==> config.mk <==
export PLATFORM = sky130hd
export DESIGN_NAME = thtt_ctrl
export DESIGN_NICKNAME = d
export VERILOG_FILES = /design/src/thtt_pkg.sv /design/src/thtt_ctrl.sv
export SDC_FILE = /design/constraint.sdc
export NUM_CORES = 1
export LEC_CHECK = 0
export ABC_AREA = 1
export BUFFER_PORTS_ARGS = -buffer_cell sky130_fd_sc_hd__buf_4
export CAP_MARGIN = 0
export CORE_AREA = 5 5 42 44
export CTS_CLUSTER_DIAMETER = 60
export DETAILED_ROUTE_END_ITERATION = 6
export DIE_AREA = 0 0 47 49
export PLACE_DENSITY_LB_ADDON = 0.15
export SYNTH_ARGS = -nofsm -noshare
export SYNTH_HDL_FRONTEND = slang
export SYNTH_SLANG_ARGS = --single-unit
export TNS_END_PERCENT = 20
==> constraint.sdc <==
create_clock -name clk -period 2.75 [get_ports clk]
set_input_delay 0.275 -clock clk [delete_from_list [all_inputs] [get_ports clk]]
set_output_delay 0.275 -clock clk [all_outputs]
set_load 0.01 [all_outputs]
==> src/thtt_pkg.sv <==
package thtt_pkg;

  // fixed field widths
  localparam int COORD_W = 16;
  localparam int INDEX_W = 6;
  localparam int COUNT_W = 7;

  // default table depth
  localparam int MAX_QUADS_DEF = 64;

  // item kinds
  localparam logic KIND_WRITE = 1'b0;
  localparam logic KIND_QUERY = 1'b1;

  // input word
  typedef struct packed {
    logic                       kind;
    logic [INDEX_W-1:0]         entry_index;
    logic signed [COORD_W-1:0]  top_left_x;
    logic signed [COORD_W-1:0]  top_left_y;
    logic signed [COORD_W-1:0]  top_right_x;
    logic signed [COORD_W-1:0]  top_right_y;
    logic signed [COORD_W-1:0]  bottom_left_x;
    logic signed [COORD_W-1:0]  bottom_left_y;
    logic signed [COORD_W-1:0]  bottom_right_x;
    logic signed [COORD_W-1:0]  bottom_right_y;
    logic signed [COORD_W-1:0]  query_x;
    logic signed [COORD_W-1:0]  query_y;
  } item_t;

  // result word
  typedef struct packed {
    logic               found;
    logic [INDEX_W-1:0] hit_index;
  } result_t;

  // one stored table entry
  typedef struct packed {
    logic signed [COORD_W-1:0] left_edge_x;
    logic signed [COORD_W-1:0] right_edge_x;
    logic signed [COORD_W-1:0] upper_left_y;
    logic signed [COORD_W-1:0] upper_right_y;
    logic signed [COORD_W-1:0] lower_left_y;
    logic signed [COORD_W-1:0] lower_right_y;
    logic signed [COORD_W-1:0] box_min_y;
    logic signed [COORD_W-1:0] box_max_y;
  } entry_t;

  // controller states
  typedef enum logic [1:0] {
    ST_IDLE,
    ST_WRITE,
    ST_SCAN,
    ST_RESP
  } state_t;

  // controller to datapath
  typedef struct packed {
    logic load;
    logic write;
    logic issue;
    logic capture;
  } ctrl_cmd_t;

  // datapath to controller
  typedef struct packed {
    logic is_query;
    logic count_zero;
    logic issue_done;
    logic hit_seen;
    logic last_seen;
  } dp_status_t;

endpackage

==> src/thtt_ctrl.sv <==
module thtt_ctrl
  import thtt_pkg::*;
(
  input  logic       clk,
  input  logic       rst,
  input  logic       start,
  output logic       busy,
  output logic       done,
  output ctrl_cmd_t  cmd,
  input  dp_status_t st
);

  state_t state, state_next;

  // state register
  always_ff @(posedge clk) begin
    if (rst) begin
      state <= ST_IDLE;
    end else begin
      state <= state_next;
    end
  end

  // next state and commands
  always_comb begin
    state_next  = state;
    cmd         = '0;
    busy        = 1'b1;
    done        = 1'b0;
    case (state)
      ST_IDLE: begin
        busy = 1'b0;
        if (start) begin
          cmd.load = 1'b1;
          if (!st.is_query) begin
            state_next = ST_WRITE;
          end else if (st.count_zero) begin
            state_next = ST_RESP;
          end else begin
            state_next = ST_SCAN;
          end
        end
      end
      ST_WRITE: begin
        cmd.write  = 1'b1;
        state_next = ST_RESP;
      end
      ST_SCAN: begin
        cmd.issue   = !st.issue_done;
        cmd.capture = 1'b1;
        if (st.hit_seen || st.last_seen) begin
          state_next = ST_RESP;
        end
      end
      ST_RESP: begin
        done       = 1'b1;
        state_next = ST_IDLE;
      end
      default: begin
        state_next = ST_IDLE;
      end
    endcase
  end

endmodule

==> reports/results.ini, run 1 <==
[synthesis]
yosys_warnings = 0
yosys-top-cells-count = inv_1 (8), nand2_1 (7), ha_1 (5), nor2_1 (5), dfxtp_1 (2)
synth_edf_count = 0
synth.area.top_cells = ha_1 (27%), dfxtp_1 (17%), inv_1 (13%), nand2_1 (11%), nor2_1 (8.1%)
ys_seq_elements = 2
synth_cell_types = 13
syn_inst = 35
yosysTopAreaCellShare_pct = 26.9
avgSynthCellArea_um2 = 6.65
synthesis.area_um2 = 233
synth_nets = 48
synth_top_area_cell = ha_1
synth_most_common_cell = inv_1
async_flop_share_pct = 0
seq_area_frac_synth_pct = 17.2
synth_ff_type = dfxtp_1

[timing]
period_minus_slack_ps = 1440
finalHoldViolations = 0
finalSetupViolations = 0
fin_ws_ps = 1310
period_share_pct = 52.5
slew_viol_final = 0
fin_skew_ps = 0.691
rsz0062_at_grt = no
setup_tns_ps = 0
max_freq_mhz = 692
slew_headroom_pct = 88.0
worst_pin_slew_ps = 180

[global_route]
antenna_found_initial = 0
grt_max_degree = 5
overflow = 0
grt_first_pass_wirelength_um = 855
grt_use_total_pct = 5.20
grt_pass1_vias = 250

[pwr]
powerDensity_mw_per_mm2 = 1020
finalPower_w = 0.000381
vdd_drop_max_uv = 212
leakage_nw = 0.233

[worst_setup_path]
cp_cell_sequence = inv_1 -> ha_1 -> inv_1 -> nor2_1 -> buf_4
slowest_delay_ps = 370
crit_family = flip-flops
path_max_fanout = 4
cpMostUsedCell = inv_1
critical_path_required_ps = 2480
arrival_ps = 1170
path_class = reg2out
startpoint_type = flop
critPathCaptureType = primary output
crit_slowest_cell = dfxtp_1
path_buf_inv = 3

[placed_design]
post-place-cells = 64
hpwlAfterDp_um = 446
place_congestion = 0.610
dpl_worst_slack_ps = 1510
port_buffers = 13

[die]
rows = 14
fp.dieW_um = 47
coreArea_mm2 = 0.00140
die_area_mm2 = 0.00230
initial_core_util_pct = 16.6
dieHeight_um = 49
num_io_pins = 14

[clock_network]
cts_tree = built
htreeDepth = 1
cts.sinks = 2
clk_pin_slew_ps = 30
cts-root-buf = clkbuf_4
cts-hold-fix-buffers = 0
post-cts-setup-buffers = 0
cts.path.max_buffers = 2
post_cts_resized = 0
cts-buffers-inserted = 3
clock_latency_ps = 220

[layout]
antenna_cells_inserted = 0
top_register = state
drive_above_1_share_pct = 41.2
top_regs = state x2
fin_nets = 66
area_delta_synth_final_pct = 60.2
stdcell_count = 67
largest_reg_flops = 2

[min_path]
min_path_type = in2reg

[status]
status = finished clean

[drt]
drc = 0
drt_iter0_drc = 5
drt_pass1_iterations = 2
wl_per_cell_um = 7.66
dr_total_vias = 241
finalWirelength_um = 513
via_per_inst = 3.60
ant_nets = 0

[run]
max-cap-violations = 0

cell usage in the layout (no fill, tap or decap):
master,count
inv_2,1
dfxtp_1,2
inv_1,8
or2_4,1
buf_4,13
ha_1,5
nand2_1,7
nand2_2,1
nand3_2,1
nand2_4,1
nand3_1,1
nor2_1,5
clkbuf_4,3
a21oi_1,1
o21ai_0,1
stage by stage:
stage	cell area, um^2	hold slack (ps)	utilization, %
2_1_floorplan	233	430	-
6_report	373	302	26.6
4_1_cts	373	295	26.6
3_3_place_gp	350	529	25.0
3_5_place_dp	350	529	25.0
5_1_grt	373	297	26.6
tightest hold or removal path: cells and delay by family:
family	cells	cell delay, ps
AND/OR/NAND/NOR	2	90
buffers and inverters	2	110
area by class of cell:
cell class	count	area [um^2]
flip-flops and latches	2	40.0
well taps	16	20.0
clock buffers	3	22.5
inverters	9	33.8
multi-input cells	24	159
fillers	176	1030
repair buffers	13	97.6
cell families (layout without fill, tap and decap cells):
logic type               Yosys count  in the layout  share of synthesized area (%)
adder cells (fa/ha/maj)            5              5                           26.9
AO/OA/AOI/OAI                      2              2                           4.30
AND/OR/NAND/NOR                   17             17                           37.1
flip-flops                         2              2                           17.2
buffers and inverters              9             25                           14.5
where the power goes:
part           internal [W]  total [W]  switching [W]
clock network     0.0000480  0.0000632      0.0000152
registers         0.0000446  0.0000583      0.0000137
logic              0.000121   0.000260       0.000139
worst paths after layout:
check,startpoint,endpoint,slack (ps),depth (start not counted)
setup / recovery,state[0],cmd[1],1310,5
hold / removal,rst,state[1],300,4
setup reg to reg,state[1],state[1],1520,8
hold reg to reg,state[0],state[0],550,2
metal layers:
| layer | global-route usage [%] | up-vias | wire length (um) |
|---|---|---|---|
| met4 | 4.15 | 0 | 0 |
| met5 | 0 | - | 0 |
| met2 | 8.14 | 7 | 253 |
| met3 | 2.21 | 0 | 42 |
| li1 | - | 133 | - |
| met1 | 5.01 | 101 | 217 |
(Power assumes the default switching activity.)
==> inputs of run 2 (changes only) <==
- clock period: 2.75 -> 1.3 ns (I/O delays scaled with it)
==> reports/results.ini, run 2 (same netlist as run 1, synthesis figures left out) <==
[status]
status = finished clean

[timing]
finalHoldViolations = 0
hold_ws_ps = 150
max_freq_mhz = 815
worst_pin_slew_ps = 179
fin_skew_ps = 0.343
period_share_pct = 94.4
setup_tns_ps = 0
rsz0062_at_grt = yes
fin_ws_ps = 72.8
slew_viol_final = 0
period_minus_slack_ps = 1230
slew_headroom_pct = 88.0
finalSetupViolations = 0

[worst_setup_path]
critPathCaptureType = primary output
path_max_fanout = 3
startpoint_type = flop
arrival_ps = 1100
slowest_delay_ps = 350
critical_path_required_ps = 1170
cp_cell_sequence = inv_1 -> buf_4 -> ha_1 -> buf_4
cpMostUsedCell = buf_4
rr_worst_depth = 8
crit_slowest_cell = dfxtp_1
path_class = reg2out

[layout]
fin_nets = 68
largest_reg_flops = 2
area_delta_synth_final_pct = 67.7
top_register = state
antenna_cells_inserted = 0
fill_cells = 162
mostFrequentLayoutCells = buf_4 (15), inv_1 (8), nand2_1 (7)
top_regs = state x2
finish.utilization_pct = 27.9
final_common_cell = buf_4
drive_above_1_share_pct = 45.3

[placed_design]
hpwlAfterDp_um = 440
port_buffers = 13
dpl_worst_slack_ps = 116
place_congestion = 0.590

[die]
initial_core_util_pct = 16.6
coreArea_mm2 = 0.00140
rows = 14
die_area_mm2 = 0.00230
num_io_pins = 14
dieHeight_um = 49
fp.dieW_um = 47

[clock_network]
cts-buffers-inserted = 3
clock_latency_ps = 220
htreeDepth = 1
cts.path.max_buffers = 2
post-cts-setup-buffers = 0
cts.sinks = 2
cts-root-buf = clkbuf_4
clk_pin_slew_ps = 30
cts_tree = built

[global_route]
grt_first_pass_wirelength_um = 786
grt_max_degree = 5
grt_pass1_vias = 228
antenna_found_initial = 0
overflow = 0
grt_use_total_pct = 4.85

[run]
max-cap-violations = 0

[drt]
drt_iter0_drc = 0
drt_pass1_iterations = 1
dr_total_vias = 247
ant_nets = 0
finalWirelength_um = 496
via_per_inst = 3.58
drc = 0
wl_per_cell_um = 7.19

[min_path]
min_delay_path_depth = 4
min_path_type = in2reg

[pwr]
powerDensity_mw_per_mm2 = 2190
vdd_drop_max_uv = 446
leakage_nw = 0.241
finalPower_w = 0.000857

[run 2: where the power goes]
part           leakage [nW]  switching (W)  internal (W)  total [W]
clock network        0.0138      0.0000348      0.000102   0.000137
logic                 0.211       0.000312      0.000295   0.000607
registers            0.0167      0.0000190     0.0000941   0.000113
total                 0.241       0.000365      0.000491   0.000857
[run 2: timing repair]
| action | 4_1_cts | 5_1_grt |
|---|---|---|
| resized for setup | 0 | 1 |
| hold buffers | 0 | 0 |
| setup endpoints to repair | 0 | 2 |
[run 2: worst paths after layout]
check	from	end	slack [ps]
min	rst	state[0]	150
max	state[1]	cmd[2]	70
min reg2reg	state[0]	state[0]	590
max reg2reg	state[1]	state[1]	120
[run 2: layer usage]
layer	GRT usage (%)	share of wire (%)	routed length, um	vias up
li1	-	-	-	137
met1	4.60	38	190	103
met2	7.47	51	253	7
met3	1.11	11	53	0
met4	5.53	0	0	0
met5	0	0	0	-
[run 2: critical path: cells and delay by family (launching register included)]
kind	cells	cell delay, ps
buf+inv	3	360
flops	1	350
fa+ha+maj	1	170
[run 2: layout make-up]
type,instances,area (um^2),area share [%]
clock buffer,3,22.5,5.77
inverter,9,33.8,8.65
multi-input combinational,24,161,41.3
sequential,2,40.0,10.3
tap,16,20.0,5.13
timing repair buffer,15,113,28.8
[run 2: per-stage QoR]
step | area (um^2) | instances
final | 390 | 69
after global routing | 390 | 69
after CTS | 388 | 69
after detailed placement | 365 | 66
after global placement | 365 | 66
after floorplan | 233 | 35
==> inputs of run 3 (changes only) <==
- clock period: 1.3 -> 1 ns (I/O delays scaled with it)
==> reports/results.ini, run 3 (same netlist as run 1, synthesis figures left out) <==
[placed_design]
hpwlAfterDp_um = 458
placed_cell_area_um2 = 402
place_congestion = 0.630
port_buffers = 13

[layout]
design_area_um2 = 494
antenna_cells_inserted = 0
area_delta_synth_final_pct = 112
top_regs = state x2
drive_above_1_share_pct = 63.2
fin_nets = 72
final_common_cell = buf_4
top_register = state
mostFrequentLayoutCells = buf_4 (12), nand2_1 (7), buf_6 (7)
largest_reg_flops = 2

[pwr]
finalPower_w = 0.00154
powerDensity_mw_per_mm2 = 3110
leakage_nw = 0.273
vdd_drop_max_uv = 1180

[drt]
drc = 0
drt_iter0_drc = 1
ant_nets = 0
drt_pass1_iterations = 2
wl_per_cell_um = 7.71
dr_total_vias = 267
finalWirelength_um = 563
via_per_inst = 3.66

[status]
violations = negative setup slack
status = complete, but fails checks

[die]
die_area_mm2 = 0.00230
fp.dieW_um = 47
initial_core_util_pct = 16.6
num_io_pins = 14
coreArea_mm2 = 0.00140
rows = 14
dieHeight_um = 49

[clock_network]
cts-root-buf = clkbuf_4
htreeDepth = 1
cts.sinks = 2
cts.path.max_buffers = 2
cts_tree = built
clk_pin_slew_ps = 30
cts-buffers-inserted = 3
clock_latency_ps = 230
cts-hold-fix-buffers = 0

[timing]
slew_headroom_pct = 87.8
rsz0062_at_grt = yes
slew_viol_final = 0
finalHoldViolations = 0
hold_ws_ps = 104
fin_skew_ps = 4.70
worst_pin_slew_ps = 182
fin_ws_ps = -138
finalSetupViolations = 8
period_minus_slack_ps = 1140
max_freq_mhz = 879
period_share_pct = 114

[global_route]
antenna_found_initial = 0
grt_max_degree = 5
overflow = 0
grt_first_pass_wirelength_um = 952
grt_use_total_pct = 6.12
grt_pass1_vias = 238

[worst_setup_path]
critPathCaptureType = flop
path_buf_inv = 2
slowest_delay_ps = 350
cp_cell_sequence = inv_4 -> ha_4 -> inv_2 -> or2_4 -> a21oi_1 -> nor2_1
path_class = reg2reg
path_max_fanout = 3
cp-startpoint = state[1]
crit_family = flip-flops
crit_slowest_cell = dfxtp_4
r2r-start = state[1]
arrival_ps = 1250
critical_path_required_ps = 1110
startpoint_type = flop

[min_path]
min_path_type = in2reg
hold_start = rst

[run]
max-cap-violations = 0

==> run 3: changes by cell type in the layout (fill, tap and decap cells not counted), sizes merged <==
cell | before | now
buf | 15 | 19
==> run 3: routing by layer <==
layer,GRT usage [%],part of all wire [%],vias up
met1,6.78,42,109
li1,-,-,146
met2,7.24,44,12
met3,5.54,14,0
met4,4.15,0,0
met5,0,0,-
==> run 3: layout make-up <==
| class | instances | area, um^2 |
|---|---|---|
| clock buffer | 3 | 22.5 |
| fill | 153 | 907 |
| inverter | 9 | 38.8 |
| multi-input combinational | 24 | 199 |
| sequential | 2 | 45.0 |
| tap | 16 | 20.0 |
| timing repair buffer | 19 | 169 |
==> run 3: path summary, 6_finish.rpt <==
check	to	slack (ps)	cells after the start
setup / recovery	state[0]	-140	6
setup reg to reg	state[0]	-140	6
hold reg to reg	state[0]	650	3
hold / removal	state[1]	100	4
==> run 3: timing repair <==
| item | CTS | global route |
|---|---|---|
| pin swaps | 2 | 2 |
| cloned | 0 | 0 |
| setup buffers | 0 | 1 |
| setup endpoints to repair | 8 | 8 |
| gates resized for setup | 15 | 3 |
==> run 3: power breakdown <==
part	switching (W)	internal, W	leakage (nW)
sequential	0.0000556	0.000140	0.0175
clock	0.0000501	0.000133	0.0138
combinational	0.000515	0.000645	0.242
total	0.000621	0.000917	0.273
==> run 3: through the flow <==
stage / utilization, % / worst slack, ps / setup TNS, ps / std cells
6_report: 35.3 / -138 / -931 / 73
5_1_grt: 35.3 / -193 / -1340 / 73
4_1_cts: 34.6 / -147 / -1030 / 72
3_5_place_dp: 28.7 / -114 / -227 / 69
3_3_place_gp: 28.7 / -113 / -226 / 69
2_1_floorplan: - / -95.3 / -185 / 35
==> run 3: tightest hold or removal path, stage by stage <==
cell     delay, ps
buf_4           70
inv_1           40
nand2_1         50
nor2_1          30
